`src/hw/rtl/mvt_pkg.sv`:
```
`default_nettype none
package mvt_pkg;

  // Fixed-point formats of the datapath.
  localparam int VALUE_BITS = 48;
  localparam int FRAC_BITS  = 16;
  localparam int EPS_BITS   = 16;
  localparam int EPS_FRAC   = 16;
  localparam logic [EPS_BITS-1:0] EPS_RESET = 16'd66;

  // Product |x| * eps and the forward linear term.
  localparam int PROD_W = VALUE_BITS + EPS_BITS;
  localparam int LIN_W  = PROD_W + 1 - EPS_FRAC;

  // Inverse radicand before the final shift by FRAC_BITS.
  localparam int RAW_A  = PROD_W + 18;
  localparam int RAW_B  = FRAC_BITS + 35;
  localparam int RAW_W  = ((RAW_A > RAW_B) ? RAW_A : RAW_B) + 1;
  localparam int RAD_U  = RAW_W + FRAC_BITS;
  localparam int RAD_W  = RAD_U + (RAD_U % 2);
  localparam int ROOT_W = RAD_W / 2;
  localparam int REM_W  = ROOT_W + 2;

  // Forward magnitude before the final saturation.
  localparam int FWD_W  = ((ROOT_W + 1 > LIN_W) ? ROOT_W + 1 : LIN_W) + 1;

  // Division by 2*eps.
  localparam int NUM_W  = ROOT_W + 2;
  localparam int DIV_W  = EPS_BITS + 1;

  // Squaring of the quotient in two halves.
  localparam int T_W    = ROOT_W;
  localparam int H_W    = (T_W + 1) / 2;
  localparam int TH_W   = T_W - H_W;
  localparam int SQ_W   = 2 * T_W;
  localparam int M_W    = ((SQ_W + 1 > FWD_W) ? SQ_W + 1 : FWD_W);

  // Side data carried along the two cell chains.
  localparam int SQ_SIDE_W = 2 + LIN_W;
  localparam int DV_SIDE_W = 2 + FWD_W;

  typedef struct packed {
    logic                          mode;
    logic signed [VALUE_BITS-1:0]  value_in;
  } mvt_in_t;

  typedef struct packed {
    logic signed [VALUE_BITS-1:0]  value_out;
    logic                          saturated;
  } mvt_out_t;

endpackage
`default_nettype wire

```
`src/hw/rtl/mvt_sqrt_cell.sv`:
```
`default_nettype none
module mvt_sqrt_cell (
  input  wire logic                           clk,
  input  wire logic                           rst_n,
  input  wire logic                           en,
  input  wire logic                           in_valid,
  input  wire logic [mvt_pkg::REM_W-1:0]      rem_in,
  input  wire logic [mvt_pkg::ROOT_W-1:0]     root_in,
  input  wire logic [mvt_pkg::RAD_W-1:0]      rad_in,
  input  wire logic [mvt_pkg::SQ_SIDE_W-1:0]  side_in,
  output logic                                out_valid,
  output logic [mvt_pkg::REM_W-1:0]           rem_out,
  output logic [mvt_pkg::ROOT_W-1:0]          root_out,
  output logic [mvt_pkg::RAD_W-1:0]           rad_out,
  output logic [mvt_pkg::SQ_SIDE_W-1:0]       side_out
);
  import mvt_pkg::*;

  logic                 valid_r;
  logic [REM_W-1:0]     rem_r, rem_nxt, rem_sh, trial;
  logic [ROOT_W-1:0]    root_r, root_nxt;
  logic [RAD_W-1:0]     rad_r;
  logic [SQ_SIDE_W-1:0] side_r;
  logic                 ge;

  // One root bit: bring down two radicand bits and try root*4+1.
  always_comb begin
    rem_sh   = {rem_in[REM_W-3:0], rad_in[RAD_W-1 -: 2]};
    trial    = {root_in, 2'b01};
    ge       = (rem_sh >= trial);
    rem_nxt  = ge ? (rem_sh - trial) : rem_sh;
    root_nxt = {root_in[ROOT_W-2:0], ge};
  end

  // Valid is control state; the rest is payload.
  always_ff @(posedge clk) begin
    if (!rst_n) begin
      valid_r <= 1'b0;
    end else if (en) begin
      valid_r <= in_valid;
    end
  end

  always_ff @(posedge clk) begin
    if (en) begin
      rem_r  <= rem_nxt;
      root_r <= root_nxt;
      rad_r  <= {rad_in[RAD_W-3:0], 2'b00};
      side_r <= side_in;
    end
  end

  assign out_valid = valid_r;
  assign rem_out   = rem_r;
  assign root_out  = root_r;
  assign rad_out   = rad_r;
  assign side_out  = side_r;

endmodule
`default_nettype wire

```
`config.mk`:
```
export PLATFORM = sky130hd
export DESIGN_NAME = mvt_sqrt_cell
export DESIGN_NICKNAME = d
export VERILOG_FILES = /design/src/hw/rtl/mvt_pkg.sv /design/src/hw/rtl/mvt_sqrt_cell.sv
export SDC_FILE = /design/constraint.sdc
export NUM_CORES = 1
export LEC_CHECK = 0
export ABC_AREA = 1
export ABC_CLOCK_PERIOD_IN_PS = 3300
export BUFFER_PORTS_ARGS = -buffer_cell sky130_fd_sc_hd__buf_2
export CAP_MARGIN = 20
export CORE_MARGIN = 5
export CORE_UTILIZATION = 25
export CTS_CLUSTER_SIZE = 28
export DETAILED_ROUTE_END_ITERATION = 16
export GPL_TIMING_DRIVEN = 0
export PLACE_DENSITY_LB_ADDON = 0.2
export SLEW_MARGIN = 5
export SYNTH_ARGS = -nofsm -noshare
export SYNTH_HDL_FRONTEND = slang
export SYNTH_SLANG_ARGS = --single-unit
```
`constraint.sdc`:
```
create_clock -name clk -period 3.3 [get_ports clk]
set_clock_uncertainty 0.05 [all_clocks]
set_input_delay 0.495 -clock clk [delete_from_list [all_inputs] [get_ports clk]]
set_output_delay 0.495 -clock clk [all_outputs]
set_load 0.1 [all_outputs]
```
==> impl_metrics.tcl <==
set metrics [dict create \
    cp_max_fo 10 \
    max_cap_violations 0 \
    min_path_type "input pin to register" \
    syn_area_per_cell_um2 9.09 \
    required_ns 3.55 \
    layout_setup_ws_ns 0.642 \
    port_buffers 506 \
    whs_path_depth 1 \
    cp_data_arrival_time_ns 2.91 \
    synth_largest_area_cell "edfxtp_1" \
    syn_area_um2 13200 \
    pre_cts_ws_ns 0.0417 \
    end_kind "register" \
    r2r_slack_ns 2.60 \
    min_to "rad_out[39]" \
    numCtsBuffers 30 \
    finalSetupViolCount 0 \
    postLayoutCellArea_um2 17600 \
    synth_top_area_share_pct 57.2 \
    crit_family "simple AND/OR/NAND/NOR gates" \
    dp.cells 2646 \
    pin_count 511 \
    wirelength_mm 51.3 \
    start_kind "input pin" \
    layout_commonest_cell "buf_2" \
    drt-initial-drc-count 613 \
    first_pass_iters 7 \
    yosys_warnings 0 \
    seq_area_um2 7560 \
    yosys.cell_types.count 36 \
    grt_pass1_vias 11600 \
    clock_latency_ns 0.56 \
    hold_viol 0 \
    status "finished clean" \
    slowest_stage "a21oi_4" \
    multi_input_area_um2 4310 \
    finalMaxSlewViolations 0 \
    initial_core_util_pct 25.2 \
    gp_congestion 0.927 \
    drive_gt1_share_pct 30.0 \
    drtAntennaViolNets 0 \
    seq_area_frac_synth_pct 57.4 \
    nets 2299 \
    dpl-instance-area_um2 16600 \
    cts_resized 0 \
    wl_per_cell_um 19.0 \
    hold_start "rad_in[37]" \
    finalPower_uw 10900 \
    clk_pin_slew_ns 0.06 \
    rows 84 \
    dp_hpwl_mm 43.4 \
    power_density_nw_per_um2 619 \
    r2r_start "out_valid" \
    groute.usage.overall_pct 17.0 \
    path_cells "buf_2 > inv_1 > ha_1 > nand2_2 > inv_2 > a21oi_1 > nand2_1 > nand2_1 > nand2_1 > a21oi_4 > nand3_4 > buf_4 > nand3_1 > nand2_1" \
    layout_min_cycle_time_ns 2.66 \
    synth_seq_cells 252 \
    dieHeight_um 239 \
    clock-sinks 252 \
    power.leakage_uw 0.00886 \
    area_growth_syn_to_layout_pct 33.5 \
    clock_path_buffers 3 \
    fmax_mhz 376 \
    critPathMaxStageDelay_ns 0.42 \
    drc 0 \
    cts_hold_buf 0 \
    ir_drop_mv 0.379 \
    grt-ovfl-total 0 \
    coreArea_um2 52300 \
    crit_buf_inv 4 \
    post_cts_buffers 0 \
    worst_r2r_endpoint "out_valid" \
    grt_pass1_wl_mm 73.2 \
    vias_per_cell 4.18 \
    cts_root_buffer "clkbuf_16" \
    rr_worst_depth 2 \
    synth_area_leaders "edfxtp_1 (57%), nand2_1 (14%), inv_1 (8.6%), ha_1 (4.9%), nand3_1 (2.2%)" \
    vias 11300 \
    synthCells 1449 \
    die-area_um2 57400 \
    maxSlewHeadroom_pct 59.3 \
    final_cell_mix "buf_2 (505), nand2_1 (494), inv_1 (301), edfxtp_1 (251), nor2_1 (77)" \
    crit_type "input pin to register" \
    fillCellCount 5658 \
    die_w_um 239 \
    tightestPinTransition_ns 0.615 \
    antenna_found_initial 14 \
    rsz0062_at_grt "no" \
    htree_levels 1 \
    cp_common_cell "nand2_1" \
    cts_tree "yes" \
    grt_start_max_net_pins 97 \
    stdcell_count 2706 \
    post-route-period-util_pct 80.5 \
]
==> synth_stat cells <==
cell type / instances
o21a_1: 2
clkbuf_1: 6
o21bai_1: 5
a21oi_4: 1
nand2_4: 1
nand4_1: 34
conb_1: 1
nor3_2: 3
nor2_4: 1
nor3_4: 1
xor2_1: 27
nand3b_1: 14
dfxtp_1: 1
inv_2: 16
nand2_2: 3
nand3_4: 1
nor2_1: 77
buf_4: 7
xnor2_1: 1
nor4_1: 1
nor2_2: 11
nor3_1: 4
inv_1: 301
buf_6: 3
and2_1: 3
nand3b_2: 1
nand2_1: 494
ha_1: 52
a21oi_1: 32
o21ai_1: 27
or2_1: 1
o21ai_0: 6
nand3_1: 58
a21o_1: 1
nand4_4: 1
edfxtp_1: 251
==> flip-flops by register name, summed over array words and instances (netlist names) <==
name	flops
rad_out	98
out_valid	1
side_out	51
root_out	50
rem_out	52
==> worst max path at each step <==
| stage | startpoint | to | cells past startpoint |
|---|---|---|---|
| after floorplan | root_in[40] | rem_out[41] | 13 |
| after global placement | en | out_valid | 3 |
| after CTS | root_in[25] | rem_out[42] | 14 |
| after detailed placement | root_in[25] | rem_out[42] | 14 |
| final | root_in[25] | rem_out[42] | 14 |
| after global routing | root_in[25] | rem_out[42] | 14 |
==> routing by layer <==
| layer | vias to the layer above | wire (µm) | track usage, % |
|---|---|---|---|
| met4 | 8 | 2020 | 6.64 |
| li1 | 5688 | - | - |
| met1 | 5139 | 19500 | 18.8 |
| met2 | 390 | 25800 | 30.9 |
| met5 | - | 55 | 0 |
| met3 | 94 | 3990 | 4.51 |
==> per-stage QoR <==
step / TNS, ns / util, % / hold slack [ns]
after detailed placement: 0 / 31.8 / 0.494
after floorplan: 0 / - / 0.538
after global placement: -490.70 / 31.6 / 0.477
final: 0 / 33.6 / 0.0400
after global routing: 0 / 33.6 / 0.00541
after CTS: 0 / 33.6 / 0.00317
==> power by group <==
| group | internal (µW) | switching [µW] | total [µW] |
|---|---|---|---|
| Combinational | 638 | 3140 | 3780 |
| Sequential | 3870 | 75.9 | 3950 |
| Clock | 1800 | 1350 | 3150 |
==> logic make-up after synthesis <==
kind of cell,after synthesis,share of synthesized area [%]
simple gates,709,22.9
buf+inv,333,9.86
flops,252,57.4
compound gates,74,3.05
fa+ha+maj,52,4.94
xor+xnor,28,1.86
other cells,1,0.0285
==> worst register-to-register path, cell delays in order (launching register included) <==
cell and delay, ns:
dfxtp_1 0.31, o21ai_0 0.16, a21oi_1 0.05
==> final cells by class <==
| class | count | share of cell area, % |
|---|---|---|
| Sequential cell | 252 | 43.0 |
| Multi-Input combinational cell | 865 | 24.5 |
| Timing Repair Buffer | 508 | 14.8 |
| Inverter | 317 | 6.77 |
| Tap cell | 688 | 4.90 |
| Clock buffer | 36 | 4.52 |
| Clock inverter | 20 | 0.833 |
| Buffer | 16 | 0.619 |
| Antenna cell | 4 | 0.0569 |
Power figures use the tool's default switching activity.
