## config.mk

```make
export PLATFORM = sky130hd
export DESIGN_NAME = mvt_div_cell
export DESIGN_NICKNAME = d
export VERILOG_FILES = /design/src/hw/rtl/mvt_pkg.sv /design/src/hw/rtl/mvt_div_cell.sv
export SDC_FILE = /design/constraint.sdc
export NUM_CORES = 1
export LEC_CHECK = 0
export BUFFER_PORTS_ARGS = -buffer_cell sky130_fd_sc_hd__buf_4
export CAP_MARGIN = 20
export CORE_MARGIN = 1.5
export CORE_UTILIZATION = 48
export CTS_CLUSTER_DIAMETER = 100
export DETAILED_ROUTE_END_ITERATION = 6
export PLACE_DENSITY_LB_ADDON = 0.08
export SYNTH_ARGS = -nofsm -noshare
export SYNTH_HDL_FRONTEND = slang
export SYNTH_SLANG_ARGS = --single-unit
```

## constraint.sdc

```tcl
create_clock -name clk -period 4.77 [get_ports clk]
set_input_delay 0.954 -clock clk [delete_from_list [all_inputs] [get_ports clk]]
set_output_delay 0.954 -clock clk [all_outputs]
set_load 0.05 [all_outputs]
```

## src/hw/rtl/mvt_pkg.sv

```systemverilog
`default_nettype none
package mvt_pkg;

  // Fixed-point formats of the datapath.
  localparam int VALUE_BITS = 48;
  localparam int FRAC_BITS  = 16;
  localparam int EPS_BITS   = 16;
  localparam int EPS_FRAC   = 16;
  localparam logic [EPS_BITS-1:0] EPS_RESET = 16'd66;

  // Product |x| * eps and the forward linear term.
  localparam int PROD_W = VALUE_BITS + EPS_BITS;
  localparam int LIN_W  = PROD_W + 1 - EPS_FRAC;

  // Inverse radicand before the final shift by FRAC_BITS.
  localparam int RAW_A  = PROD_W + 18;
  localparam int RAW_B  = FRAC_BITS + 35;
  localparam int RAW_W  = ((RAW_A > RAW_B) ? RAW_A : RAW_B) + 1;
  localparam int RAD_U  = RAW_W + FRAC_BITS;
  localparam int RAD_W  = RAD_U + (RAD_U % 2);
  localparam int ROOT_W = RAD_W / 2;
  localparam int REM_W  = ROOT_W + 2;

  // Forward magnitude before the final saturation.
  localparam int FWD_W  = ((ROOT_W + 1 > LIN_W) ? ROOT_W + 1 : LIN_W) + 1;

  // Division by 2*eps.
  localparam int NUM_W  = ROOT_W + 2;
  localparam int DIV_W  = EPS_BITS + 1;

  // Squaring of the quotient in two halves.
  localparam int T_W    = ROOT_W;
  localparam int H_W    = (T_W + 1) / 2;
  localparam int TH_W   = T_W - H_W;
  localparam int SQ_W   = 2 * T_W;
  localparam int M_W    = ((SQ_W + 1 > FWD_W) ? SQ_W + 1 : FWD_W);

  // Side data carried along the two cell chains.
  localparam int SQ_SIDE_W = 2 + LIN_W;
  localparam int DV_SIDE_W = 2 + FWD_W;

  typedef struct packed {
    logic                          mode;
    logic signed [VALUE_BITS-1:0]  value_in;
  } mvt_in_t;

  typedef struct packed {
    logic signed [VALUE_BITS-1:0]  value_out;
    logic                          saturated;
  } mvt_out_t;

endpackage
`default_nettype wire

```

## src/hw/rtl/mvt_div_cell.sv

```systemverilog
`default_nettype none
module mvt_div_cell (
  input  wire logic                           clk,
  input  wire logic                           rst_n,
  input  wire logic                           en,
  input  wire logic                           in_valid,
  input  wire logic [mvt_pkg::DIV_W-1:0]      divisor,
  input  wire logic [mvt_pkg::DIV_W-1:0]      rem_in,
  input  wire logic [mvt_pkg::NUM_W-1:0]      nq_in,
  input  wire logic [mvt_pkg::DV_SIDE_W-1:0]  side_in,
  output logic                                out_valid,
  output logic [mvt_pkg::DIV_W-1:0]           rem_out,
  output logic [mvt_pkg::NUM_W-1:0]           nq_out,
  output logic [mvt_pkg::DV_SIDE_W-1:0]       side_out
);
  import mvt_pkg::*;

  logic                 valid_r;
  logic [DIV_W-1:0]     rem_r, rem_nxt;
  logic [DIV_W:0]       rem_sh, diff;
  logic [NUM_W-1:0]     nq_r, nq_nxt;
  logic [DV_SIDE_W-1:0] side_r;
  logic                 ge;

  // One quotient bit: shift in the next numerator bit and subtract if it fits.
  // The numerator drains out of the top of nq while quotient bits enter below.
  always_comb begin
    rem_sh  = {rem_in, nq_in[NUM_W-1]};
    ge      = (rem_sh >= {1'b0, divisor});
    diff    = rem_sh - {1'b0, divisor};
    rem_nxt = ge ? diff[DIV_W-1:0] : rem_sh[DIV_W-1:0];
    nq_nxt  = {nq_in[NUM_W-2:0], ge};
  end

  always_ff @(posedge clk) begin
    if (!rst_n) begin
      valid_r <= 1'b0;
    end else if (en) begin
      valid_r <= in_valid;
    end
  end

  always_ff @(posedge clk) begin
    if (en) begin
      rem_r  <= rem_nxt;
      nq_r   <= nq_nxt;
      side_r <= side_in;
    end
  end

  assign out_valid = valid_r;
  assign rem_out   = rem_r;
  assign nq_out    = nq_r;
  assign side_out  = side_r;

endmodule
`default_nettype wire

```

==> out/metrics.yaml, run 1 <==
path_max_fanout: 17
dieWidth_um: 103
nFillCells: 599
grtUsageTotal: 0.231
critPathLaunchType: "primary input"
path_clk_slew_ps: 60
netSwitchingFraction: 0.301
seqCellArea_um2: 3710
skew_ps: 0
worst_hold_path_type: "flop to flop"
synth_seq_area_share: 0.768
drt_pass1_iterations: 4
multi_input_area_um2: 1020
path_class: "primary input to flop"
initial_utilization: 0.495
power_switching_uw: 994
async_flop_share: 0
antenna_found_initial: 0
power_frac_clock: 0.366
yosysTopAreaCell: "edfxtp_1"
netlist_top_cells_count: "edfxtp_1 (123), inv_1 (23), nand2_1 (23)"
h-tree-depth: 4
fmax_ghz: 0.334
dieHeight_um: 103
crit_arrival_ps: 3240
finalNetCount: 739
hold_buffers: 0
clkLatencyLatePin_ps: 510
required_ps: 5020
pre_cts_ws_ps: 1250
cts_buffer_depth: 2
dpl_cell_area_um2: 7020
drv_slew: 0
synth_seq_cells: 124
ys_types: 44
syn_area_per_cell_um2: 16.6
post-route-util: 0.775
netlist_instances: 291
seq_power_share: 0.405
power.density_nw_per_um2: 436
finalCritPeriodShare: 0.628
wl_per_cell_um: 17.4
root_buffer: "clkbuf_8"
std_cell_rows: 36
tightest_slew_ps: 716
drcViolationCount: 0
syn_area_um2: 4840
p_int_uw: 2310
grt_pass1_vias: 3326
cts_tree: "yes"
vias: 3505
max-cap-violations: 0
dp_cells: 691
rsz0062_at_grt: "false"
synth_warnings: 0
core_um2: 9770
fin_ws_ps: 1770
hold_viol: 0
dieArea_um2: 10700
cts_resized: 0
slew_headroom: 0.523
status: "completed"
pwr-share-comb: 0.228
ys_top_cells_by_area: "edfxtp_1 (76%), ha_1 (4.4%), inv_1 (1.8%)"
dpl.hpwl_mm: 9.50
ys.flop_type: "edfxtp_1"
setup_viol: 0
diodes: 0
top_level_ports: 268
period_needed_ps: 3000
grt_pass1_wl_mm: 17.7
via_per_inst: 4.85
cts_setup_buffers: 0
wl_mm: 12.6
drive_gt1_frac: 0.527
cp-end-kind: "flop"
cts_buffers: 17
gp_congestion: 0.870
syn_nets: 453
design_area_um2: 7580
grt_overflow: 0
setup_tns_ps: 0
syn_to_final_growth_pct: 56.7
irDropWorstVdd_v: 0.000210
power.leakage_uw: 0.00331
ant_nets: 0
stdcell_count: 723
synth-edff-count: 123
drt-initial-drc-count: 130
synth_most_common_cell: "edfxtp_1"
yosysTopAreaCellShare: 0.764
cts.sinks: 124
grt_max_degree: 56
io_buffers: 267
cell families after synthesis:
group,Yosys count,share of synthesized area
xor gates and xnor gates,10,0.0181
AOI/OAI and AO/OA,59,0.0849
DFF,124,0.768
adders and majority gates,18,0.0481
buffers and inverters,26,0.0220
muxes,3,0.00647
and+or+nand+nor,51,0.0525
cells in the final DEF, fill, tap and decap left out, drive strengths merged, types with 3 or more instances in the layout:
| master | instances |
|---|---|
| a211oi | 3 |
| a21o | 6 |
| a21oi | 13 |
| buf | 270 |
| clkbuf | 18 |
| clkinv | 6 |
| clkinvlp | 3 |
| edfxtp | 123 |
| ha | 17 |
| inv | 26 |
| nand2 | 23 |
| nand2b | 3 |
| nand3 | 3 |
| nor2 | 6 |
| nor2b | 3 |
| nor3 | 5 |
| o21ai | 20 |
| o31ai | 4 |
| or3 | 4 |
| xnor2 | 5 |
| xor2 | 5 |
final timing paths:
| kind | endpoint | slack, ps | startpoint | cells past startpoint |
|---|---|---|---|---|
| max | rem_out[6] | 1770 | nq_in[51] | 11 |
| min | out_valid | 530 | out_valid | 2 |
| max reg2reg | out_valid | 4180 | out_valid | 2 |
| min reg2reg | out_valid | 530 | out_valid | 2 |
worst max-delay path, stage by stage:
cell and delay (ps):
buf_4 110, inv_1 40, ha_1 140, inv_1 50
fa_1 400, a21oi_1 240, or3_4 190, a2111oi_4 70
nor3_4 590, buf_4 320, o21ai_1 100
routing by layer:
layer	share of wire	track usage	up-vias	wire length, µm
li1	-	-	1682	-
met2	0.55	0.412	143	6870
met1	0.35	0.247	1657	4390
met3	0.073	0.0813	23	918
met4	0.030	0.103	0	378
met5	0	0	-	0
power groups by stage:
stage / sequential [µW] / combinational (µW) / clock, µW
after CTS: 1340 / 758 / 1230
after global placement: 1360 / 746 / 0
after global routing: 1350 / 792 / 1270
after detailed placement: 1360 / 755 / 0
after floorplan: 1700 / 121 / 0
final: 1340 / 754 / 1210
metrics by stage:
step | hold slack, ps | total power, µW
after CTS | 531 | 3330
after global placement | 501 | 2100
final | 525 | 3300
after detailed placement | 511 | 2120
after global routing | 547 | 3420
after floorplan | 743 | 1820
flip-flops by register name (all words and copies together) (netlist names):
signal	flops
side_out	54
nq_out	52
rem_out	17
out_valid	1
area by class of cell:
cell class	count	area share
Sequential cell	124	0.490
Timing Repair Buffer	270	0.267
Multi-Input combinational cell	141	0.135
Clock buffer	18	0.0551
Tap cell	133	0.0220
Clock inverter	14	0.0192
Inverter	23	0.0114
Note: power is estimated with default switching activity, not from simulation.
==> run 2, diff against run 1 <==
CORE_UTILIZATION = 44   (was 48)
clock period = 2.95 ns   (was 4.77 ns; I/O delays follow)
==> run 2 against run 1 <==
Register-to-register slack lost 1800 ps. First-iteration DRC count grew 24%. Die area grew 8.8%. Sequential power grew 62%. Utilization shrank 6.6 points. Clock skew is the same. Largest power group unchanged.
==> out/metrics.yaml, run 2 (synthesized netlist as in run 1, its figures left out) <==
setup_viol: 0  # unchanged
dieArea_um2: 11600  # +8.8%
drt_pass1_iterations: 5  # +1
dieWidth_um: 108  # +4.3%
cp-end-kind: "flop"
ant_nets: 0  # unchanged
clkLatencyLatePin_ps: 510  # about the same
dpl_cell_area_um2: 7060  # +0.62%
cts_setup_buffers: 0  # unchanged
cts_tree: "yes"
power.leakage_uw: 0.00335  # +1.0%
status: "completed"
grtUsageTotal: 0.217  # -0.0139
max-cap-violations: 0  # unchanged
rsz0062_at_grt: "false"
vias: 3504  # -0.029%
cts_buffer_depth: 2  # unchanged
timing.critical_path.mode_cell: "buf_4"
crit_arrival_ps: 2680  # -560 ps
critPathLaunchType: "primary input"
required_ps: 3310  # -1710 ps
gp_congestion: 0.775  # -11%
grt_max_degree: 69  # +23%
io_buffers: 267  # unchanged
diodes: 0  # unchanged
hold_viol: 0  # unchanged
wl_mm: 12.9  # +2.6%
mostFrequentLayoutCells: "buf_4 (272), edfxtp_1 (123), inv_1 (23), nand2_1 (23), ha_1 (17)"
drt-initial-drc-count: 161  # +24%
h-tree-depth: 4  # unchanged
period_needed_ps: 2320
core_um2: 10800  # +10%
slew_headroom: 0.700  # +0.177
grt_pass1_wl_mm: 18.2  # +2.4%
dpl.hpwl_mm: 9.94  # +4.6%
pre_cts_ws_ps: 128  # -1120 ps
grt_overflow: 0  # unchanged
syn_to_final_growth_pct: 58.3
top_level_ports: 268  # unchanged
path_class: "primary input to flop"
path_max_fanout: 10  # -7
irDropWorstVdd_v: 0.000372  # +77%
dieHeight_um: 108  # +4.3%
crit_family: "compound AO/OA/AOI/OAI gates"
root_buffer: "clkbuf_8"
std_cell_rows: 38  # +5.6%
wl_per_cell_um: 17.6  # +1.2%
grt_pass1_vias: 3186  # -4.2%
worst_hold_path_type: "primary input to flop"
finalCritPeriodShare: 0.787
skew_ps: 0  # unchanged
power.density_nw_per_um2: 716  # +64%
drv_slew: 0  # unchanged
drive_gt1_frac: 0.524  # -0.00267
cts.sinks: 124  # unchanged
setup_tns_ps: 0  # unchanged
tightest_slew_ps: 445  # -271 ps
cts_buffers: 17  # unchanged
fin_ws_ps: 629  # -1140 ps
cp_num_buf_inv: 3  # -1
fmax_ghz: 0.431
largest_reg_flops: 54  # unchanged
design_area_um2: 7650  # +1.0%
crit_chain: "buf_4, ha_1, inv_1, fa_1, a21oi_1, or3_4, a2111oi_4, nor3_4, buf_4, a31o_2, o21ai_1"
cpPeakStageDelay_ps: 380  # -210 ps
antenna_found_initial: 0  # unchanged
hold_buffers: 0  # unchanged
cts_resized: 0  # unchanged
drcViolationCount: 0  # unchanged
initial_utilization: 0.448  # -0.0467
cp_slowest_cell: "or3_4"
path_clk_slew_ps: 60  # about the same
finalNetCount: 742  # +0.41%
via_per_inst: 4.78  # -1.4%
mostFrequentLayoutCell: "buf_4"
run 2: cell types whose count changed in the layout (fill, tap and decap cells not counted), moves of 2 or more:
cell / previous run / this run
buf_4: 270 / 272
bufinv_16: 2 / 4
clkbuf_1: 1 / 3
inv_6: 3 / 1
run 2: routing by layer:
metal,up-vias,track usage,part of all wire
li1,1684,-,-
met1,1639,0.254,0.37
met2,162,0.368,0.52
met3,19,0.0817,0.089
met4,0,0.0733,0.015
met5,-,0,0
run 2: stage by stage:
| stage | hold slack (ps) | instances | util | total power (µW) |
|---|---|---|---|---|
| 2_1_floorplan | 689 | 291 | - | 2950 |
| 6_report | 255 | 733 | 0.709 | 5480 |
| 3_5_place_dp | 531 | 701 | 0.654 | 3440 |
| 5_1_grt | 229 | 733 | 0.709 | 5660 |
| 4_1_cts | 230 | 733 | 0.709 | 5530 |
| 3_3_place_gp | 502 | 701 | 0.654 | 3420 |
run 2: path summary, 6_finish.rpt:
kind / from / to / slack, ps / cells after the start
worst max-delay path: divisor[0] / rem_out[16] / 630 / 11
worst min-delay path: nq_in[12] / nq_out[13] / 260 / 1
worst max register to register: out_valid / out_valid / 2350 / 2
worst min register to register: out_valid / out_valid / 540 / 2
run 2: cell type report:
| cell class | instances | area [µm²] |
|---|---|---|
| timing repair buffer | 273 | 2060 |
| fill | 769 | 3140 |
| sequential | 124 | 3710 |
| multi-input combinational | 141 | 1020 |
| inverter | 23 | 86.3 |
| clock buffer | 20 | 425 |
| tap | 140 | 175 |
| clock inverter | 12 | 170 |
run 2: report_power, final:
group	total [µW]	internal (µW)	switching, µW
registers	2170	2120	45.8
logic	1230	414	812
clock network	2090	1370	722
